File: config.mk
export PLATFORM = sky130hd
export DESIGN_NAME = fixed_point_goertzel_bank_core
export DESIGN_NICKNAME = d
export VERILOG_FILES = /design/src/sv/fpgb_pkg.sv /design/src/sv/fixed_point_goertzel_bank_core.sv
export SDC_FILE = /design/constraint.sdc
export NUM_CORES = 2
export LEC_CHECK = 0
export BUFFER_PORTS_ARGS = -buffer_cell sky130_fd_sc_hd__buf_4
export CORE_MARGIN = 1
export CORE_UTILIZATION = 45
export CTS_CLUSTER_SIZE = 28
export DETAILED_ROUTE_END_ITERATION = 8
export PLACE_DENSITY_LB_ADDON = 0.25
export SLEW_MARGIN = 0
export SYNTH_ARGS = -nofsm -noshare
export SYNTH_HDL_FRONTEND = slang
export SYNTH_SLANG_ARGS = --single-unit
File: constraint.sdc
create_clock -name clk -period 8.5 [get_ports clk]
set_input_delay 0 -clock clk [delete_from_list [all_inputs] [get_ports clk]]
set_output_delay 0 -clock clk [all_outputs]
set_load 0.02 [all_outputs]
File: src/sv/fpgb_pkg.sv
// types and constants of the goertzel bank core
// no dependencies
`default_nettype none

package fpgb_pkg;

  localparam int NUM_BINS = 7;
  localparam int BIN_W    = 3;
  localparam int COEF_W   = 9;
  localparam int Q_W      = 16;
  localparam int BLEN_W   = 8;
  localparam int PW_W     = 8;
  localparam int ADDR_W   = 5;

  localparam logic [BIN_W-1:0]  LAST_BIN   = BIN_W'(NUM_BINS - 1);
  localparam logic [BIN_W-1:0]  REG_BLEN   = BIN_W'(NUM_BINS);
  localparam logic [BLEN_W-1:0] BLEN_RESET = 8'd100;

  localparam logic [COEF_W-1:0] COEF_RESET [NUM_BINS] = '{
    9'd228, 9'd222, 9'd214, 9'd206, 9'd175, 9'd158, 9'd138
  };

  localparam logic [7:0] SIGN_FLIP = 8'h80;
  localparam logic [7:0] X_CLAMP   = 8'h81;
  localparam logic [PW_W-1:0] PW_MAX = 8'd255;

  typedef enum logic [8:0] {
    S_IDLE  = 9'b000000001,
    S_SWEEP = 9'b000000010,
    S_PRD   = 9'b000000100,
    S_PAA   = 9'b000001000,
    S_PBB   = 9'b000010000,
    S_PAB   = 9'b000100000,
    S_PTC   = 9'b001000000,
    S_PFIN  = 9'b010000000,
    S_EMIT  = 9'b100000000
  } state_t;

endpackage

`default_nettype wire

File: src/sv/fixed_point_goertzel_bank_core.sv
// seven-bin fixed-point goertzel bank, delay state held in one memory
// depends on fpgb_pkg
//
//  channel | handshake                   | payload
//  in      | in_valid / in_stall         | in_sample_byte
//  out     | out_valid / out_stall       | out_power_bin0..6
//  cfg     | psel penable pwrite pready  | paddr pwdata prdata
//
// a sample item is accepted only in idle; the next accept waits until the
// sweep ends: the state memory read port is swept once per bin through a
// 3-stage read/multiply/write pipeline. the last sample of a block adds a
// power pass per bin on the shared multiplier and an emit state for the result.
// reset clears the delay state at once through per-entry valid bits.
// a held result stalls only the next block end, not sample items.
`default_nettype none

module fixed_point_goertzel_bank_core
  import fpgb_pkg::*;
(
  input  wire logic              clk,
  input  wire logic              rst_n,
  input  wire logic              in_valid,
  output logic                   in_stall,
  input  wire logic [7:0]        in_sample_byte,
  output logic                   out_valid,
  input  wire logic              out_stall,
  output logic [PW_W-1:0]        out_power_bin0,
  output logic [PW_W-1:0]        out_power_bin1,
  output logic [PW_W-1:0]        out_power_bin2,
  output logic [PW_W-1:0]        out_power_bin3,
  output logic [PW_W-1:0]        out_power_bin4,
  output logic [PW_W-1:0]        out_power_bin5,
  output logic [PW_W-1:0]        out_power_bin6,
  input  wire logic              psel,
  input  wire logic              penable,
  input  wire logic              pwrite,
  input  wire logic [ADDR_W-1:0] paddr,
  input  wire logic [31:0]       pwdata,
  output logic [31:0]            prdata,
  output logic                   pready
);

  state_t state_r, state_nxt;

  // delay memory: {q1, q2} per bin
  logic [2*Q_W-1:0]   qmem [NUM_BINS];
  logic [NUM_BINS-1:0] vld_r;
  logic [2*Q_W-1:0]   qrd_r;

  // coefficient memory
  logic [COEF_W-1:0]  cmem [NUM_BINS];
  logic [NUM_BINS-1:0] cvld_r;
  logic [COEF_W-1:0]  coef_q_r;
  logic [BLEN_W-1:0]  blen_r;
  logic [31:0]        prdata_r;

  logic [BLEN_W-1:0]  cnt_r;
  logic               last_r;
  logic signed [7:0]  x_r;

  logic [BIN_W-1:0]   iss_r, bin1_r, bin2_r, pbin_r;
  logic               iss_act_r, v1_r, v2_r;
  logic [BIN_W-1:0]   rd_addr;

  logic signed [Q_W-1:0] q1_s2_r, q2_s2_r, a_r, b_r;
  logic signed [24:0] mul_a;
  logic signed [16:0] mul_b;
  logic signed [41:0] prod_r;
  logic [31:0]        acc_r;
  logic [PW_W-1:0]    pw_r [NUM_BINS];
  logic [PW_W-1:0]    opw_r [NUM_BINS];
  logic               out_valid_r;

  logic               in_acc, cfg_we, qwe, out_free, emit;
  logic [BIN_W-1:0]   cfg_idx;
  logic [BLEN_W-1:0]  cnt_inc;
  logic signed [Q_W-1:0] rd_q1, rd_q2, q0;
  logic signed [41:0] prod_tr;
  logic [31:0]        e_val, e_adj;
  logic [Q_W-1:0]     p16;
  logic [PW_W-1:0]    pw_val;
  logic [7:0]         x_raw;

  assign in_stall  = (state_r != S_IDLE);
  assign in_acc    = in_valid && !in_stall;
  assign cfg_we    = psel && penable && pwrite;
  assign cfg_idx   = paddr[ADDR_W-1:2];
  assign pready    = 1'b1;
  assign prdata    = prdata_r;
  assign cnt_inc   = cnt_r + BLEN_W'(1);
  assign out_free  = !out_valid_r || !out_stall;
  assign emit      = (state_r == S_EMIT) && out_free;
  assign qwe       = (state_r == S_SWEEP) && v2_r;
  assign rd_q1     = qrd_r[2*Q_W-1:Q_W];
  assign rd_q2     = qrd_r[Q_W-1:0];
  assign x_raw     = in_sample_byte ^ SIGN_FLIP;

  // truncate toward zero on divide by 128
  assign prod_tr   = (prod_r + (prod_r[41] ? 42'sd127 : 42'sd0)) >>> 7;
  assign q0        = Q_W'(x_r) + prod_tr[Q_W-1:0] - q2_s2_r;

  // power: divide by 32768 toward zero, wrap to 16 bits, clamp
  assign e_val     = acc_r - prod_r[31:0];
  assign e_adj     = e_val + (e_val[31] ? 32'd32767 : 32'd0);
  assign p16       = e_adj[30:15];
  always_comb begin
    if (p16[Q_W-1]) begin
      pw_val = '0;
    end else if (p16[Q_W-2:PW_W] != '0) begin
      pw_val = PW_MAX;
    end else begin
      pw_val = p16[PW_W-1:0];
    end
  end

  always_comb begin
    if (state_r == S_SWEEP) begin
      rd_addr = iss_r;
    end else begin
      rd_addr = pbin_r;
    end
  end

  // shared multiplier operands
  always_comb begin
    unique case (state_r)
      S_SWEEP: begin
        mul_a = 25'(rd_q1);
        mul_b = {8'b0, coef_q_r};
      end
      S_PAA: begin
        mul_a = 25'(rd_q1);
        mul_b = 17'(rd_q1);
      end
      S_PBB: begin
        mul_a = 25'(b_r);
        mul_b = 17'(b_r);
      end
      S_PAB: begin
        mul_a = 25'(a_r);
        mul_b = 17'(b_r);
      end
      S_PTC: begin
        mul_a = prod_tr[24:0];
        mul_b = {8'b0, coef_q_r};
      end
      default: begin
        mul_a = '0;
        mul_b = '0;
      end
    endcase
  end

  always_comb begin
    state_nxt = state_r;
    unique case (state_r)
      S_IDLE:  if (in_acc) state_nxt = S_SWEEP;
      S_SWEEP: begin
        if (v2_r && (bin2_r == LAST_BIN)) begin
          state_nxt = last_r ? S_PRD : S_IDLE;
        end
      end
      S_PRD:   state_nxt = S_PAA;
      S_PAA:   state_nxt = S_PBB;
      S_PBB:   state_nxt = S_PAB;
      S_PAB:   state_nxt = S_PTC;
      S_PTC:   state_nxt = S_PFIN;
      S_PFIN:  state_nxt = (pbin_r == LAST_BIN) ? S_EMIT : S_PRD;
      S_EMIT:  if (out_free) state_nxt = S_IDLE;
      default: state_nxt = S_IDLE;
    endcase
  end

  // memories
  always_ff @(posedge clk) begin
    if (qwe) begin
      qmem[bin2_r] <= {q0, q1_s2_r};
    end
    qrd_r    <= vld_r[rd_addr] ? qmem[rd_addr] : '0;
    coef_q_r <= cvld_r[rd_addr] ? cmem[rd_addr] : COEF_RESET[rd_addr];
    if (cfg_we && (cfg_idx != REG_BLEN)) begin
      cmem[cfg_idx] <= pwdata[COEF_W-1:0];
    end
    if (cfg_idx == REG_BLEN) begin
      prdata_r <= {24'b0, blen_r};
    end else begin
      prdata_r <= {23'b0, cvld_r[cfg_idx] ? cmem[cfg_idx] : COEF_RESET[cfg_idx]};
    end
  end

  // control
  always_ff @(posedge clk) begin
    if (!rst_n) begin
      state_r     <= S_IDLE;
      vld_r       <= '0;
      cvld_r      <= '0;
      blen_r      <= BLEN_RESET;
      cnt_r       <= '0;
      last_r      <= 1'b0;
      iss_r       <= '0;
      iss_act_r   <= 1'b0;
      v1_r        <= 1'b0;
      v2_r        <= 1'b0;
      pbin_r      <= '0;
      out_valid_r <= 1'b0;
    end else begin
      state_r <= state_nxt;
      if (cfg_we) begin
        if (cfg_idx == REG_BLEN) begin
          blen_r <= pwdata[BLEN_W-1:0];
        end else begin
          cvld_r[cfg_idx] <= 1'b1;
        end
      end
      if (in_acc) begin
        last_r    <= (cnt_inc >= blen_r);
        cnt_r     <= (cnt_inc >= blen_r) ? '0 : cnt_inc;
        iss_r     <= '0;
        iss_act_r <= 1'b1;
        v1_r      <= 1'b0;
        v2_r      <= 1'b0;
        pbin_r    <= '0;
      end else if (state_r == S_SWEEP) begin
        v1_r <= iss_act_r;
        v2_r <= v1_r;
        if (iss_act_r) begin
          if (iss_r == LAST_BIN) begin
            iss_act_r <= 1'b0;
          end else begin
            iss_r <= iss_r + BIN_W'(1);
          end
        end
      end
      if (qwe) begin
        vld_r[bin2_r] <= 1'b1;
      end
      if (state_r == S_PFIN) begin
        if (pbin_r == LAST_BIN) begin
          vld_r <= '0;
        end else begin
          pbin_r <= pbin_r + BIN_W'(1);
        end
      end
      if (emit) begin
        out_valid_r <= 1'b1;
      end else if (out_valid_r && !out_stall) begin
        out_valid_r <= 1'b0;
      end
    end
  end

  // datapath
  always_ff @(posedge clk) begin
    prod_r <= mul_a * mul_b;
    bin1_r <= iss_r;
    bin2_r <= bin1_r;
    if (in_acc) begin
      x_r <= (in_sample_byte == '0) ? $signed(X_CLAMP) : $signed(x_raw);
    end
    if (state_r == S_SWEEP) begin
      q1_s2_r <= rd_q1;
      q2_s2_r <= rd_q2;
    end
    if (state_r == S_PAA) begin
      a_r <= rd_q1;
      b_r <= rd_q2;
    end
    if (state_r == S_PBB) begin
      acc_r <= prod_r[31:0];
    end
    if (state_r == S_PAB) begin
      acc_r <= acc_r + prod_r[31:0];
    end
    if (state_r == S_PFIN) begin
      pw_r[pbin_r] <= pw_val;
    end
    if (emit) begin
      opw_r <= pw_r;
    end
  end

  assign out_valid      = out_valid_r;
  assign out_power_bin0 = opw_r[0];
  assign out_power_bin1 = opw_r[1];
  assign out_power_bin2 = opw_r[2];
  assign out_power_bin3 = opw_r[3];
  assign out_power_bin4 = opw_r[4];
  assign out_power_bin5 = opw_r[5];
  assign out_power_bin6 = opw_r[6];

endmodule

`default_nettype wire

==> flow_metrics.env <==
export IMPL_place_gp_congestion=0.984
export IMPL_worst_path_stages=39
export IMPL_finalSetupViolCount=0
export IMPL_grt_usage_pct=22.6
export IMPL_drt_initial_drc_count=2167
export IMPL_antenna_cells=0
export IMPL_io_buffers=93
export IMPL_top_layer_used="met4"
export IMPL_cts_buffer_depth=3
export IMPL_setup_ws_ns=0.205
export IMPL_synthArstFlopShare_pct=0
export IMPL_critPathTopFamily="adder cells"
export IMPL_finalCriticalPeriod_ns=8.29
export IMPL_cap_violations=0
export IMPL_vias_per_cell=5.32
export IMPL_grt_pass1_wl_um=172000
export IMPL_end_kind="flop"
export IMPL_multiInputGateArea_um2=23400
export IMPL_syn_to_final_growth_pct=14.8
export IMPL_route_met2_wl_um=50400
export IMPL_tritoncts="yes"
export IMPL_skew_ns=0.0319
export IMPL_critPathKind="reg -> reg"
export IMPL_synth_common_cells="nand2_1, inv_1, edfxtp_1"
export IMPL_die_h_um=314
export IMPL_synth_area_per_cell_um2=10.5
export IMPL_crit_arrival_ns=8.79
export IMPL_synth_edf_count=503
export IMPL_antenna_found_initial=1
export IMPL_post_drt_wl_per_cell_um=19.2
export IMPL_syn_area_um2=43700
export IMPL_worstMarginPinSlew_ns=1.36
export IMPL_crit_end="prod_r[41]$_DFF_P_"
export IMPL_cp_max_fo=8
export IMPL_r2r_end="prod_r[41]$_DFF_P_"
export IMPL_clk_latency_ns=0.64
export IMPL_place_area_um2=47000
export IMPL_drive_above_1_share_pct=12.8
export IMPL_dp_slack_ns=-0.109
export IMPL_r2r_cells=39
export IMPL_io_pins=143
export IMPL_drc=0
export IMPL_crit_start="prod_r[1]$_DFF_P_"
export IMPL_synth_seq_area_share_pct=40.9
export IMPL_ys_top_cells_by_area="edfxtp_1, fa_1, dfxtp_1"
export IMPL_grt_pass1_vias=30300
export IMPL_clock_sinks=642
export IMPL_whs_ns=0.0911
export IMPL_period_share_pct=97.6
export IMPL_clk_pin_slew_ns=0.06
export IMPL_cp_slowest_stage_delay_ns=0.56
export IMPL_hold_violations=0
export IMPL_r2r_slack_ns=0.21
export IMPL_post_route_util_pct=52.5
export IMPL_drt_met1_wl_um=50700
export IMPL_dpl_hpwl_um=81300
export IMPL_nets=5135
export IMPL_ys_warnings_count=0
export IMPL_vdd_drop_max_v=0.000181
export IMPL_cellPowerDensity_nw_per_um2=134
export IMPL_htree_levels=3
export IMPL_met3_length_um=6720
export IMPL_dr_pass1_iters=6
export IMPL_r2r_start="prod_r[1]$_DFF_P_"
export IMPL_numCtsBuffers=68
export IMPL_grt_max_degree=85
export IMPL_initial_core_util_pct=45.8
export IMPL_clock_fmax_ghz=0.121
export IMPL_stdcell_count=5751
export IMPL_cpMostUsedCell="a21o_1"
export IMPL_status="complete, no violations"
export IMPL_placed_cells=5578
export IMPL_synth_most_common_cell="nand2_1"
export IMPL_ys_types=94
export IMPL_design_area_um2=50200
export IMPL_dr_total_vias=30600
export IMPL_fillers=8535
export IMPL_ys_ff_latch=642
export IMPL_die_area_um2=98400
export IMPL_core_area_um2=95600
export IMPL_yosysTopAreaCell="edfxtp_1"
export IMPL_synth_top_cell_area_share_pct=34.5
export IMPL_synthCells=4175
export IMPL_crit_required_ns=9.00
export IMPL_cp_slowest_cell="fa_1"
export IMPL_finalMaxSlewViolations=0
export IMPL_drt_wl_total_um=111000
export IMPL_power_leakage_uw=0.0216
export IMPL_crit_buf_inv=8
export IMPL_antenna_left=0
export IMPL_hold_class="in -> reg"
export IMPL_dieWidth_um=314
export IMPL_synth_main_ff_cell="edfxtp_1"
export IMPL_cts_root_buf="clkbuf_16"
export IMPL_gr_total_overflow=0
export IMPL_start_kind="flop"
export IMPL_ff_latch_area_um2=17900
export IMPL_hp_start="paddr[2]"
export IMPL_num_rows=113
export IMPL_relSlewSlack_pct=9.07
cell usage in the layout, fill, tap and decap left out, drive strengths merged, types with 123 or more instances in the layout:
cell type / Yosys / final
nand3: 134 / 134
ha: 218 / 218
nor2: 430 / 430
dfxtp: 139 / 139
inv: 558 / 560
buf: 46 / 333
xnor2: 123 / 123
edfxtp: 503 / 503
fa: 434 / 434
a21oi: 160 / 160
nand2: 580 / 580
layout make-up:
cell class / count / share of cell area [%]
Clock buffer: 91 / 3.68
Sequential cell: 642 / 35.6
Multi-Input combinational cell: 2801 / 46.7
Inverter: 559 / 4.18
Timing Repair Buffer: 359 / 5.69
Clock inverter: 34 / 0.957
Tap cell: 1265 / 3.15
through the flow:
step | setup TNS (ns) | total power [uW]
finish | 0 | 6740
global route | -0.288 | 6930
CTS | 0 | 6790
detailed placement | -0.109 | 3730
global placement | -0.0969 | 3730
floorplan | 0 | 3650
what timing repair did:
item	in CTS	in global routing
endpoints found under the hold margin	120	0
resized for setup	12	87
buffers inserted	0	22
pin swaps	1	48
gates cloned	0	1
hold buffers	25	0
setup endpoints to repair	2	11
flip-flops by register name, indices dropped and copies added (netlist names), 32 cells and up:
register / count
qrd_r: 32
pw_r: 56
qmem: 224
prod_r: 33
cmem: 63
acc_r: 32
worst min path at each step:
stage / end / cells after the start / slack, ns
final: cmem[2][6]$_DFFE_PP_ / 2 / 0.09
after global routing: x_r[5]$_SDFFCE_PN0P_ / 2 / 0.09
after CTS: cmem[2][6]$_DFFE_PP_ / 2 / 0.06
after detailed placement: x_r[2]$_SDFFCE_PN0P_ / 1 / 0.22
after global placement: x_r[2]$_SDFFCE_PN0P_ / 1 / 0.22
after floorplan: cmem[0][0]$_DFFE_PP_ / 0 / 0.1
routing by layer:
layer	vias up	GRT usage (%)
met5	-	0
met4	0	6.36
met3	146	3.14
met2	935	35.8
met1	15200	32.4
li1	14300	-
power breakdown:
| group | internal [uW] | total [uW] | switching [uW] |
|---|---|---|---|
| Clock | 1780 | 3060 | 1290 |
| Combinational | 80.9 | 251 | 170 |
| Sequential | 3410 | 3430 | 14.6 |
cell families after synthesis:
logic type	Yosys count	synth area share (%)
xor+xnor	143	2.88
mux	35	1.02
fa+ha+maj	652	26.1
simple gates	1360	13.4
buf+inv	754	6.76
flops	642	40.9
compound gates	587	8.87
other cells	2	0.0172
Note: power is estimated with default switching activity, not from simulation.
